==> src/hdl/sacl_pkg.sv <==
// Shared types, constants and helpers for the subnet access-list match table.
`default_nettype none

package sacl_pkg;

  localparam int unsigned ADDR_BITS             = 32;
  localparam int unsigned PLEN_BITS             = 6;
  localparam int unsigned ZONE_IN_BITS          = 8;
  localparam int unsigned DEFAULT_TABLE_ENTRIES = 16;
  localparam int unsigned DEFAULT_ZONE_ID_BITS  = 8;

  localparam logic [PLEN_BITS-1:0] MAX_PREFIX = PLEN_BITS'(32);

  typedef enum logic [1:0] {
    CMD_INSERT  = 2'd0,
    CMD_FIRST   = 2'd1,
    CMD_LONGEST = 2'd2
  } cmd_e;

  // One command as it travels down the row of cells, with its partial result.
  typedef struct packed {
    logic                    valid;
    logic [1:0]              cmd;
    logic [ADDR_BITS-1:0]    address;
    logic [PLEN_BITS-1:0]    plen;
    logic [ZONE_IN_BITS-1:0] zone;
    logic                    hit;
    logic [PLEN_BITS-1:0]    best;
    logic [ZONE_IN_BITS-1:0] mz;
    logic                    rej;
  } tok_t;

  function automatic logic [PLEN_BITS-1:0] sat_prefix(input logic [PLEN_BITS-1:0] plen);
    return (plen > MAX_PREFIX) ? MAX_PREFIX : plen;
  endfunction

  // Upper plen bits set; a shift by the full width yields zero, so 32 gives all ones.
  function automatic logic [ADDR_BITS-1:0] prefix_mask(input logic [PLEN_BITS-1:0] plen);
    return ~({ADDR_BITS{1'b1}} >> plen);
  endfunction

endpackage

`default_nettype wire

==> src/hdl/sacl_req_if.sv <==
// Request channel: command, address, prefix length and zone id with valid/ready.
`default_nettype none

interface sacl_req_if;
  logic        valid;
  logic        ready;
  logic [1:0]  cmd;
  logic [31:0] address;
  logic [5:0]  prefix_len;
  logic [7:0]  zone_id;

  modport source (output valid, output cmd, output address, output prefix_len,
                  output zone_id, input ready);
  modport sink   (input valid, input cmd, input address, input prefix_len,
                  input zone_id, output ready);
endinterface

`default_nettype wire

==> src/hdl/sacl_rsp_if.sv <==
// Response channel: hit, matched zone and insert-rejected flag with valid/ready.
`default_nettype none

interface sacl_rsp_if;
  logic       valid;
  logic       ready;
  logic       hit;
  logic [7:0] match_zone;
  logic       insert_rejected;

  modport source (output valid, output hit, output match_zone, output insert_rejected,
                  input ready);
  modport sink   (input valid, input hit, input match_zone, input insert_rejected,
                  output ready);
endinterface

`default_nettype wire

==> src/hdl/sacl_cell.sv <==
// One table cell: holds a single entry and updates the passing command beat.
`default_nettype none

module sacl_cell #(
  parameter int unsigned CELL_INDEX    = 0,
  parameter int unsigned TABLE_ENTRIES = sacl_pkg::DEFAULT_TABLE_ENTRIES,
  parameter int unsigned ZONE_ID_BITS  = sacl_pkg::DEFAULT_ZONE_ID_BITS,
  localparam int unsigned IDX_W = (TABLE_ENTRIES > 1) ? $clog2(TABLE_ENTRIES) : 1
) (
  input  wire                  clk,
  input  wire                  rst,
  input  wire                  advance,
  input  sacl_pkg::tok_t       tok_in,
  input  wire [IDX_W-1:0]      idx_in,
  output sacl_pkg::tok_t       tok_out,
  output logic [IDX_W-1:0]     idx_out
);

  logic                              ent_valid;
  logic [sacl_pkg::ADDR_BITS-1:0]    ent_address;
  logic [sacl_pkg::PLEN_BITS-1:0]    ent_prefix;
  logic [ZONE_ID_BITS-1:0]           ent_zone;

  sacl_pkg::tok_t                    tok_next;
  logic                              match;
  logic                              write_en;
  logic [sacl_pkg::ADDR_BITS-1:0]    mask;

  always_comb begin
    mask     = sacl_pkg::prefix_mask(ent_prefix);
    match    = ent_valid && (((tok_in.address ^ ent_address) & mask) == '0);
    write_en = 1'b0;
    tok_next = tok_in;
    case (tok_in.cmd)
      sacl_pkg::CMD_INSERT: begin
        write_en = tok_in.valid && !tok_in.rej && (idx_in == IDX_W'(CELL_INDEX));
      end
      sacl_pkg::CMD_FIRST: begin
        if (match && !tok_in.hit) begin
          tok_next.hit = 1'b1;
          tok_next.mz  = sacl_pkg::ZONE_IN_BITS'(ent_zone);
        end
      end
      sacl_pkg::CMD_LONGEST: begin
        // Greater-or-equal lets a later entry win a tie on prefix length.
        if (match && (!tok_in.hit || ent_prefix >= tok_in.best)) begin
          tok_next.hit  = 1'b1;
          tok_next.best = ent_prefix;
          tok_next.mz   = sacl_pkg::ZONE_IN_BITS'(ent_zone);
        end
      end
      default: begin
      end
    endcase
  end

  always_ff @(posedge clk) begin
    if (rst) begin
      ent_valid <= 1'b0;
      tok_out   <= '0;
      idx_out   <= '0;
    end else if (advance) begin
      tok_out <= tok_next;
      idx_out <= idx_in;
      if (write_en) begin
        ent_valid <= 1'b1;
      end
    end
  end

  always_ff @(posedge clk) begin
    if (advance && write_en) begin
      ent_address <= tok_in.address;
      ent_prefix  <= tok_in.plen;
      ent_zone    <= ZONE_ID_BITS'(tok_in.zone);
    end
  end

endmodule

`default_nettype wire

==> src/hdl/subnet_acl_match_table.sv <==
// Top level of the subnet access-list match table: a row of entry cells.
//
//   port   dir   payload                                   beat taken when
//   req    in    cmd, address, prefix_len, zone_id         req.valid && req.ready
//   rsp    out   hit, match_zone, insert_rejected          rsp.valid && rsp.ready
//
// Every command enters the row of TABLE_ENTRIES cells and moves one cell per cycle unless
// the row stalls, so one command is taken per cycle and its response leaves the last cell.
// Inserts and lookups share the row, so a lookup always sees every earlier insert.
// Reset clears the entry count and all cell valid bits; no clearing pass is needed.
// A response held on rsp stalls the whole row, and req.ready drops in the same cycle.
`default_nettype none

module subnet_acl_match_table #(
  parameter int unsigned TABLE_ENTRIES = sacl_pkg::DEFAULT_TABLE_ENTRIES,
  parameter int unsigned ZONE_ID_BITS  = sacl_pkg::DEFAULT_ZONE_ID_BITS
) (
  input wire           clk,
  input wire           rst,
  sacl_req_if.sink     req,
  sacl_rsp_if.source   rsp
);

  localparam int unsigned IDX_W = (TABLE_ENTRIES > 1) ? $clog2(TABLE_ENTRIES) : 1;
  localparam int unsigned CNT_W = $clog2(TABLE_ENTRIES + 1);

  logic [CNT_W-1:0]  entry_count;
  logic [CNT_W-1:0]  entry_count_next;
  logic              full;
  logic              advance;
  logic              accept;

  sacl_pkg::tok_t    tok_chain [0:TABLE_ENTRIES];
  logic [IDX_W-1:0]  idx_chain [0:TABLE_ENTRIES];

  assign advance   = !tok_chain[TABLE_ENTRIES].valid || rsp.ready;
  assign req.ready = advance;
  assign accept    = req.valid && advance;
  assign full      = (entry_count == CNT_W'(TABLE_ENTRIES));

  always_comb begin
    tok_chain[0].valid   = req.valid;
    tok_chain[0].cmd     = req.cmd;
    tok_chain[0].address = req.address;
    tok_chain[0].plen    = sacl_pkg::sat_prefix(req.prefix_len);
    tok_chain[0].zone    = req.zone_id;
    tok_chain[0].hit     = 1'b0;
    tok_chain[0].best    = '0;
    tok_chain[0].mz      = '0;
    tok_chain[0].rej     = (req.cmd == sacl_pkg::CMD_INSERT) && full;
    idx_chain[0]         = full ? '0 : entry_count[IDX_W-1:0];

    entry_count_next = entry_count;
    if (accept && (req.cmd == sacl_pkg::CMD_INSERT) && !full) begin
      entry_count_next = entry_count + CNT_W'(1);
    end
  end

  always_ff @(posedge clk) begin
    if (rst) begin
      entry_count <= '0;
    end else begin
      entry_count <= entry_count_next;
    end
  end

  for (genvar i = 0; i < TABLE_ENTRIES; i++) begin : g_cell
    sacl_cell #(
      .CELL_INDEX    (i),
      .TABLE_ENTRIES (TABLE_ENTRIES),
      .ZONE_ID_BITS  (ZONE_ID_BITS)
    ) u_cell (
      .clk     (clk),
      .rst     (rst),
      .advance (advance),
      .tok_in  (tok_chain[i]),
      .idx_in  (idx_chain[i]),
      .tok_out (tok_chain[i+1]),
      .idx_out (idx_chain[i+1])
    );
  end

  assign rsp.valid           = tok_chain[TABLE_ENTRIES].valid;
  assign rsp.hit             = tok_chain[TABLE_ENTRIES].hit;
  assign rsp.match_zone      = tok_chain[TABLE_ENTRIES].mz;
  assign rsp.insert_rejected = tok_chain[TABLE_ENTRIES].rej;

`ifndef SYNTHESIS
  a_count_bound: assert property (@(posedge clk) disable iff (rst)
    entry_count <= CNT_W'(TABLE_ENTRIES))
    else $error("entry count exceeds table size");

  a_count_step: assert property (@(posedge clk) disable iff (rst)
    (accept && req.cmd == sacl_pkg::CMD_INSERT && !full)
      |=> entry_count == $past(entry_count) + CNT_W'(1))
    else $error("accepted insert did not advance the entry count");

  a_full_hold: assert property (@(posedge clk) disable iff (rst)
    (accept && req.cmd == sacl_pkg::CMD_INSERT && full) |=> $stable(entry_count))
    else $error("rejected insert changed the entry count");

  a_miss_zero: assert property (@(posedge clk) disable iff (rst)
    (rsp.valid && !rsp.hit) |-> rsp.match_zone == '0)
    else $error("miss response carries a nonzero zone");

  a_rej_no_hit: assert property (@(posedge clk) disable iff (rst)
    (rsp.valid && rsp.insert_rejected) |-> !rsp.hit)
    else $error("rejected insert reported a hit");
`endif

endmodule

`default_nettype wire

==> src/flat_wrapper.sv <==
// flat-port wrapper written by rule: the top's interface ports become plain ports
module subnet_acl_match_table_flat 
#(
  parameter int unsigned TABLE_ENTRIES = sacl_pkg::DEFAULT_TABLE_ENTRIES,
  parameter int unsigned ZONE_ID_BITS  = sacl_pkg::DEFAULT_ZONE_ID_BITS
)
  (clk, rst, req_valid, req_cmd, req_address, req_prefix_len, req_zone_id, req_ready, rsp_valid, rsp_hit, rsp_match_zone, rsp_insert_rejected, rsp_ready);
  sacl_req_if req_i ();
  sacl_rsp_if rsp_i ();
  input wire clk;
  input wire rst;
  input wire logic [$bits(req_i.valid)-1:0] req_valid;
  input wire logic [$bits(req_i.cmd)-1:0] req_cmd;
  input wire logic [$bits(req_i.address)-1:0] req_address;
  input wire logic [$bits(req_i.prefix_len)-1:0] req_prefix_len;
  input wire logic [$bits(req_i.zone_id)-1:0] req_zone_id;
  output wire logic [$bits(req_i.ready)-1:0] req_ready;
  output wire logic [$bits(rsp_i.valid)-1:0] rsp_valid;
  output wire logic [$bits(rsp_i.hit)-1:0] rsp_hit;
  output wire logic [$bits(rsp_i.match_zone)-1:0] rsp_match_zone;
  output wire logic [$bits(rsp_i.insert_rejected)-1:0] rsp_insert_rejected;
  input wire logic [$bits(rsp_i.ready)-1:0] rsp_ready;
  assign req_i.valid = req_valid;
  assign req_i.cmd = req_cmd;
  assign req_i.address = req_address;
  assign req_i.prefix_len = req_prefix_len;
  assign req_i.zone_id = req_zone_id;
  assign req_ready = req_i.ready;
  assign rsp_valid = rsp_i.valid;
  assign rsp_hit = rsp_i.hit;
  assign rsp_match_zone = rsp_i.match_zone;
  assign rsp_insert_rejected = rsp_i.insert_rejected;
  assign rsp_i.ready = rsp_ready;
  subnet_acl_match_table #(.TABLE_ENTRIES(TABLE_ENTRIES), .ZONE_ID_BITS(ZONE_ID_BITS)) u_core (.clk(clk), .rst(rst), .req(req_i), .rsp(rsp_i));
endmodule
==> config.mk <==
export PLATFORM = sky130hd
export DESIGN_NAME = subnet_acl_match_table_flat
export DESIGN_NICKNAME = d
export VERILOG_FILES = /design/src/hdl/sacl_pkg.sv /design/src/hdl/sacl_req_if.sv /design/src/hdl/sacl_rsp_if.sv /design/src/hdl/sacl_cell.sv /design/src/hdl/subnet_acl_match_table.sv /design/src/flat_wrapper.sv
export SDC_FILE = /design/constraint.sdc
export NUM_CORES = 2
export LEC_CHECK = 0
export BUFFER_PORTS_ARGS = -buffer_cell sky130_fd_sc_hd__buf_2
export CAP_MARGIN = 20
export CORE_ASPECT_RATIO = 0.8
export CORE_MARGIN = 5
export CORE_UTILIZATION = 50
export CTS_BUF_LIST = sky130_fd_sc_hd__clkbuf_16
export CTS_CLUSTER_SIZE = 20
export DETAILED_ROUTE_END_ITERATION = 16
export PLACE_DENSITY_LB_ADDON = 0.08
export SYNTH_ARGS = -nofsm -noshare
export SYNTH_HDL_FRONTEND = slang
export SYNTH_SLANG_ARGS = --single-unit
==> constraint.sdc <==
create_clock -name clk -period 19.25 [get_ports clk]
set_clock_uncertainty 0.2 [all_clocks]
set_input_delay 2.8875 -clock clk [delete_from_list [all_inputs] [get_ports clk]]
set_output_delay 2.8875 -clock clk [all_outputs]
set_load 0.005 [all_outputs]
==> reports/results.md <==
| Parameter | Reported | Unit |
|---|---|---|
| Worst slew slack as a fraction of its limit | 26.21 | % |
| Wire length of the first global-routing pass | 306.3 | mm |
| Share of layout cells above drive strength 1 | 5.510 | % |
| Peak VDD IR | 0.06629 | mV |
| Final worst-path cycle share | 35.76 | % |
| Max Buffers Root-to-Sink | 3 | - |
| Grt total ovfl | 0 | - |
| Number of pins exceeding their max-slew limit in the final report | 0 | - |
| Diodes inserted | 0 | - |
| # nets final | 7791 | - |
| First-pass detailed-route iteration total | 6 | - |
| H-Tree Level Count | 4 | - |
| Pin count of the biggest net entering global routing | 202 | - |
| Number of endpoints failing setup at the final stage | 0 | - |
| Std-Cell Rows | 128 | - |
| Setup repair bufs after CTS | 0 | - |
| Area enclosed by the die boundary | 160200 | sq um |
| Post-layout power | 7.444 | mW |
| Die outline height | 359.0 | um |
| Overall Global Routing Usage | 23.76 | % |
| Vias per cell | 5.663 | - |
| Critical path capture point type | output port | - |
| Netlist Area Pre-Place | 76130 | sq um |
| TritonCTS clock tree | yes | - |
| Leakage power of the design | 28.29 | nW |
| Clk slew on worst S/H paths | 0.06 | ns |
| Fin util | 54.87 | % |
| Unrepaired setup endpoints after global routing | no | - |
| Required time at the worst-slack endpoint | 16.16 | ns |
| Launching element type of the critical path | input port | - |
| Critical path fanouts, max | 49 | - |
| I/O pin total | 64 | - |
| Share of the synthesized area in the top cell type | 29.03 | % |
| Number of enable-type register cells in the synthesized netlist | 736 | - |
| Mean cell area of the mapped netlist | 9.787 | sq um |
| Vias | 55300 | - |
| Worst min-delay path category | reg2reg | - |
| Post-synthesis async set-or-reset flop share | 0 | % |
| Count of unresolved DRC violations after routing | 0 | - |
| Max capacitance violation total | 0 | - |
| # port buffers | 63 | - |
| Power density over cell area | 89.35 | nW/um^2 |
| Actual slew at the worst max-slew pin | 1.107 | ns |
| Distinct cells, synth | 97 | - |
| Hold Violations, Final | 0 | - |
| Flip-flop and latch count after synthesis | 1803 | - |
| Antenna violations before repair | 0 | - |
| Achievable clock frequency | 145.3 | MHz |
| Post-route minimum period | 6.884 | ns |
| Via count of the first global-routing pass | 51480 | - |
| Sequential area share after synthesis | 57.09 | % |
| Dominant register cell in the synthesized netlist | sky130_fd_sc_hd__dfxtp_1 | - |
| Cells taking the most area after synthesis | sky130_fd_sc_hd__edfxtp_1 29%, sky130_fd_sc_hd__dfxtp_1 28%, sky130_fd_sc_hd__nand2_1 8.7%, sky130_fd_sc_hd__a21oi_1 7.0%, sky130_fd_sc_hd__xnor2_1 3.3% | - |
| Gates resized, CTS repair | 0 | - |
| Class of the most critical setup path | in2out | - |
| Clock root buffer master | sky130_fd_sc_hd__clkbuf_16 | - |
| Arrival time of the worst setup path | 3.80 | ns |
| Area growth syn-to-layout | 9.432 | % |
| Weighted congestion at the end of routability-driven global placement | 0.8729 | - |
| Skew-Pair Late Insertion Delay | 0.81 | ns |
| Number of nets in the synthesized netlist | 7972 | - |
| Core Footprint | 151800 | sq um |
| Post-detailed-placement half-perimeter wirelength | 134.1 | mm |
| Hold buffers post-CTS | 0 | - |
| Die Span X | 446.3 | um |
| Detailed router's first-iteration violation count | 5099 | - |
| Per-cell routed wire length | 20.06 | um |
| Status | finished clean | - |
| Initial cell density of the core | 50.15 | % |
| Warnings, synthesis | 0 | - |
| Routed Antenna Nets | 0 | - |
| Post-Route Setup TNS | 0 | ns |
| TritonCTS buffer count | 176 | - |
| Number of sinks handled by clock tree synthesis | 1803 | - |
| Yosys top cell by area | sky130_fd_sc_hd__edfxtp_1 | - |
| Mapped Cells | 7779 | - |
| Overall routed net length | 195.9 | mm |
-- state kept, by name, indices dropped and copies added, names as in the netlist --
signal	cells
u_core.g_cell.u_cell.idx_out	60
u_core.g_cell.u_cell.ent_prefix	96
u_core.g_cell.u_cell.tok_out	986
u_core.g_cell.u_cell.ent_valid	16
u_core.g_cell.u_cell.ent_zone	128
u_core.g_cell.u_cell.ent_address	512
u_core.entry_count	5
-- layer usage --
layer  vias up  GRT usage [%]  part of all wire (%)
met5         -              0                     0
li1      26930              -                     -
met4         0          4.655                   1.5
met3       215          3.415                   5.8
met1     26640          39.40                    52
met2      1514          32.55                    40
-- final cells by class --
cell class	instances	area, sq um
Clock buffer	188	4705
Fill cell	13450	68510
Clock inverter	142	847.1
Tap cell	2015	2521
Sequential cell	1803	43460
Inverter	220	833.3
Multi-Input combinational cell	5278	30120
Timing Repair Buffer	119	830.8
-- worst paths after layout --
path                            slack [ns]  cells after the start                                                to                                               from
worst max register to register       14.84                      8  u_core.g_cell[11].u_cell.tok_out[4]$_SDFFE_PP0N_   u_core.g_cell[11].u_cell.ent_prefix[5]$_DFFE_PP_
worst min-delay path                  0.23                      0    u_core.g_cell[15].u_cell.ent_zone[7]$_DFFE_PP_  u_core.g_cell[14].u_cell.tok_out[23]$_SDFFE_PP0N_
worst min register to register        0.23                      0    u_core.g_cell[15].u_cell.ent_zone[7]$_DFFE_PP_  u_core.g_cell[14].u_cell.tok_out[23]$_SDFFE_PP0N_
worst max-delay path                 12.37                      4                                         req_ready                                          rsp_ready
-- cells in the final DEF (no fill, tap or decap), drive strengths merged, types with 139 or more instances in the layout --
cell type,synthesis,routed
nor2,338,338
clkbuf,440,188
dfxtp,1067,1067
edfxtp,736,736
a21oi,1070,1070
nand2,1771,1771
a211oi,139,139
inv,218,286
xnor2,283,283
xor2,229,229
ha,141,141
o21ai,201,201
-- cell usage after synthesis (12+ instances only) --
| cell | instances |
|---|---|
| sky130_fd_sc_hd__nor4_1 | 34 |
| sky130_fd_sc_hd__a22oi_1 | 25 |
| sky130_fd_sc_hd__nor2_1 | 338 |
| sky130_fd_sc_hd__and4_1 | 21 |
| sky130_fd_sc_hd__a211oi_1 | 139 |
| sky130_fd_sc_hd__a31oi_1 | 47 |
| sky130_fd_sc_hd__xor2_1 | 229 |
| sky130_fd_sc_hd__or2_2 | 19 |
| sky130_fd_sc_hd__a221oi_1 | 13 |
| sky130_fd_sc_hd__o31a_1 | 29 |
| sky130_fd_sc_hd__edfxtp_1 | 736 |
| sky130_fd_sc_hd__nand2_1 | 1770 |
| sky130_fd_sc_hd__o2111ai_1 | 24 |
| sky130_fd_sc_hd__a21oi_1 | 1070 |
| sky130_fd_sc_hd__inv_1 | 218 |
| sky130_fd_sc_hd__dfxtp_1 | 1067 |
| sky130_fd_sc_hd__buf_1 | 21 |
| sky130_fd_sc_hd__and3_1 | 18 |
| sky130_fd_sc_hd__a2111oi_0 | 13 |
| sky130_fd_sc_hd__and2_1 | 16 |
| sky130_fd_sc_hd__a41oi_1 | 23 |
| sky130_fd_sc_hd__or3_1 | 36 |
| sky130_fd_sc_hd__o211ai_1 | 36 |
| sky130_fd_sc_hd__nor2b_1 | 22 |
| sky130_fd_sc_hd__o21ai_0 | 196 |
| sky130_fd_sc_hd__a211o_1 | 13 |
| sky130_fd_sc_hd__buf_2 | 12 |
| sky130_fd_sc_hd__o21a_1 | 29 |
| sky130_fd_sc_hd__nand3b_1 | 13 |
| sky130_fd_sc_hd__a221o_1 | 20 |
| sky130_fd_sc_hd__o22ai_1 | 45 |
| sky130_fd_sc_hd__xnor2_1 | 283 |
| sky130_fd_sc_hd__nor3_1 | 46 |
| sky130_fd_sc_hd__nand3_1 | 88 |
| sky130_fd_sc_hd__o311ai_0 | 14 |
| sky130_fd_sc_hd__clkbuf_1 | 440 |
| sky130_fd_sc_hd__o221ai_1 | 18 |
| sky130_fd_sc_hd__a21o_1 | 32 |
| sky130_fd_sc_hd__o31ai_1 | 51 |
| sky130_fd_sc_hd__nand4_1 | 51 |
| sky130_fd_sc_hd__nand2b_1 | 31 |
| sky130_fd_sc_hd__a311oi_1 | 42 |
| sky130_fd_sc_hd__mux2i_1 | 71 |
| sky130_fd_sc_hd__ha_1 | 141 |
-- critical path, stage by stage --
cell	delay (ns)
sky130_fd_sc_hd__buf_2	0.12
sky130_fd_sc_hd__nor2b_4	0.32
sky130_fd_sc_hd__inv_8	0.19
sky130_fd_sc_hd__buf_2	0.21
-- through the flow --
step,worst slack [ns],cell area [sq um],std cells,hold WS (ns)
after detailed placement,12.40,77740,9434,0.2156
after global placement,12.40,77730,9432,0.2128
after global routing,12.35,83310,9765,0.2457
final,12.37,83310,9765,0.2291
after CTS,12.39,83290,9764,0.2298
after floorplan,9.978,76130,7779,0.2081
-- logic make-up after synthesis --
group | after synthesis | synth area share, %
AND/OR/NAND/NOR | 2557 | 14.22
AO/OA/AOI/OAI | 1979 | 15.80
flip-flops | 1803 | 57.09
buffers and inverters | 698 | 3.501
XOR/XNOR | 512 | 5.890
adder cells (fa/ha/maj) | 151 | 2.449
multiplexers | 79 | 1.052
-- power by group --
group          internal [mW]  switching (mW)
clock                   1.87            1.46
combinational         0.0341          0.0819
sequential              3.97          0.0287
(Power assumes the default switching activity.)
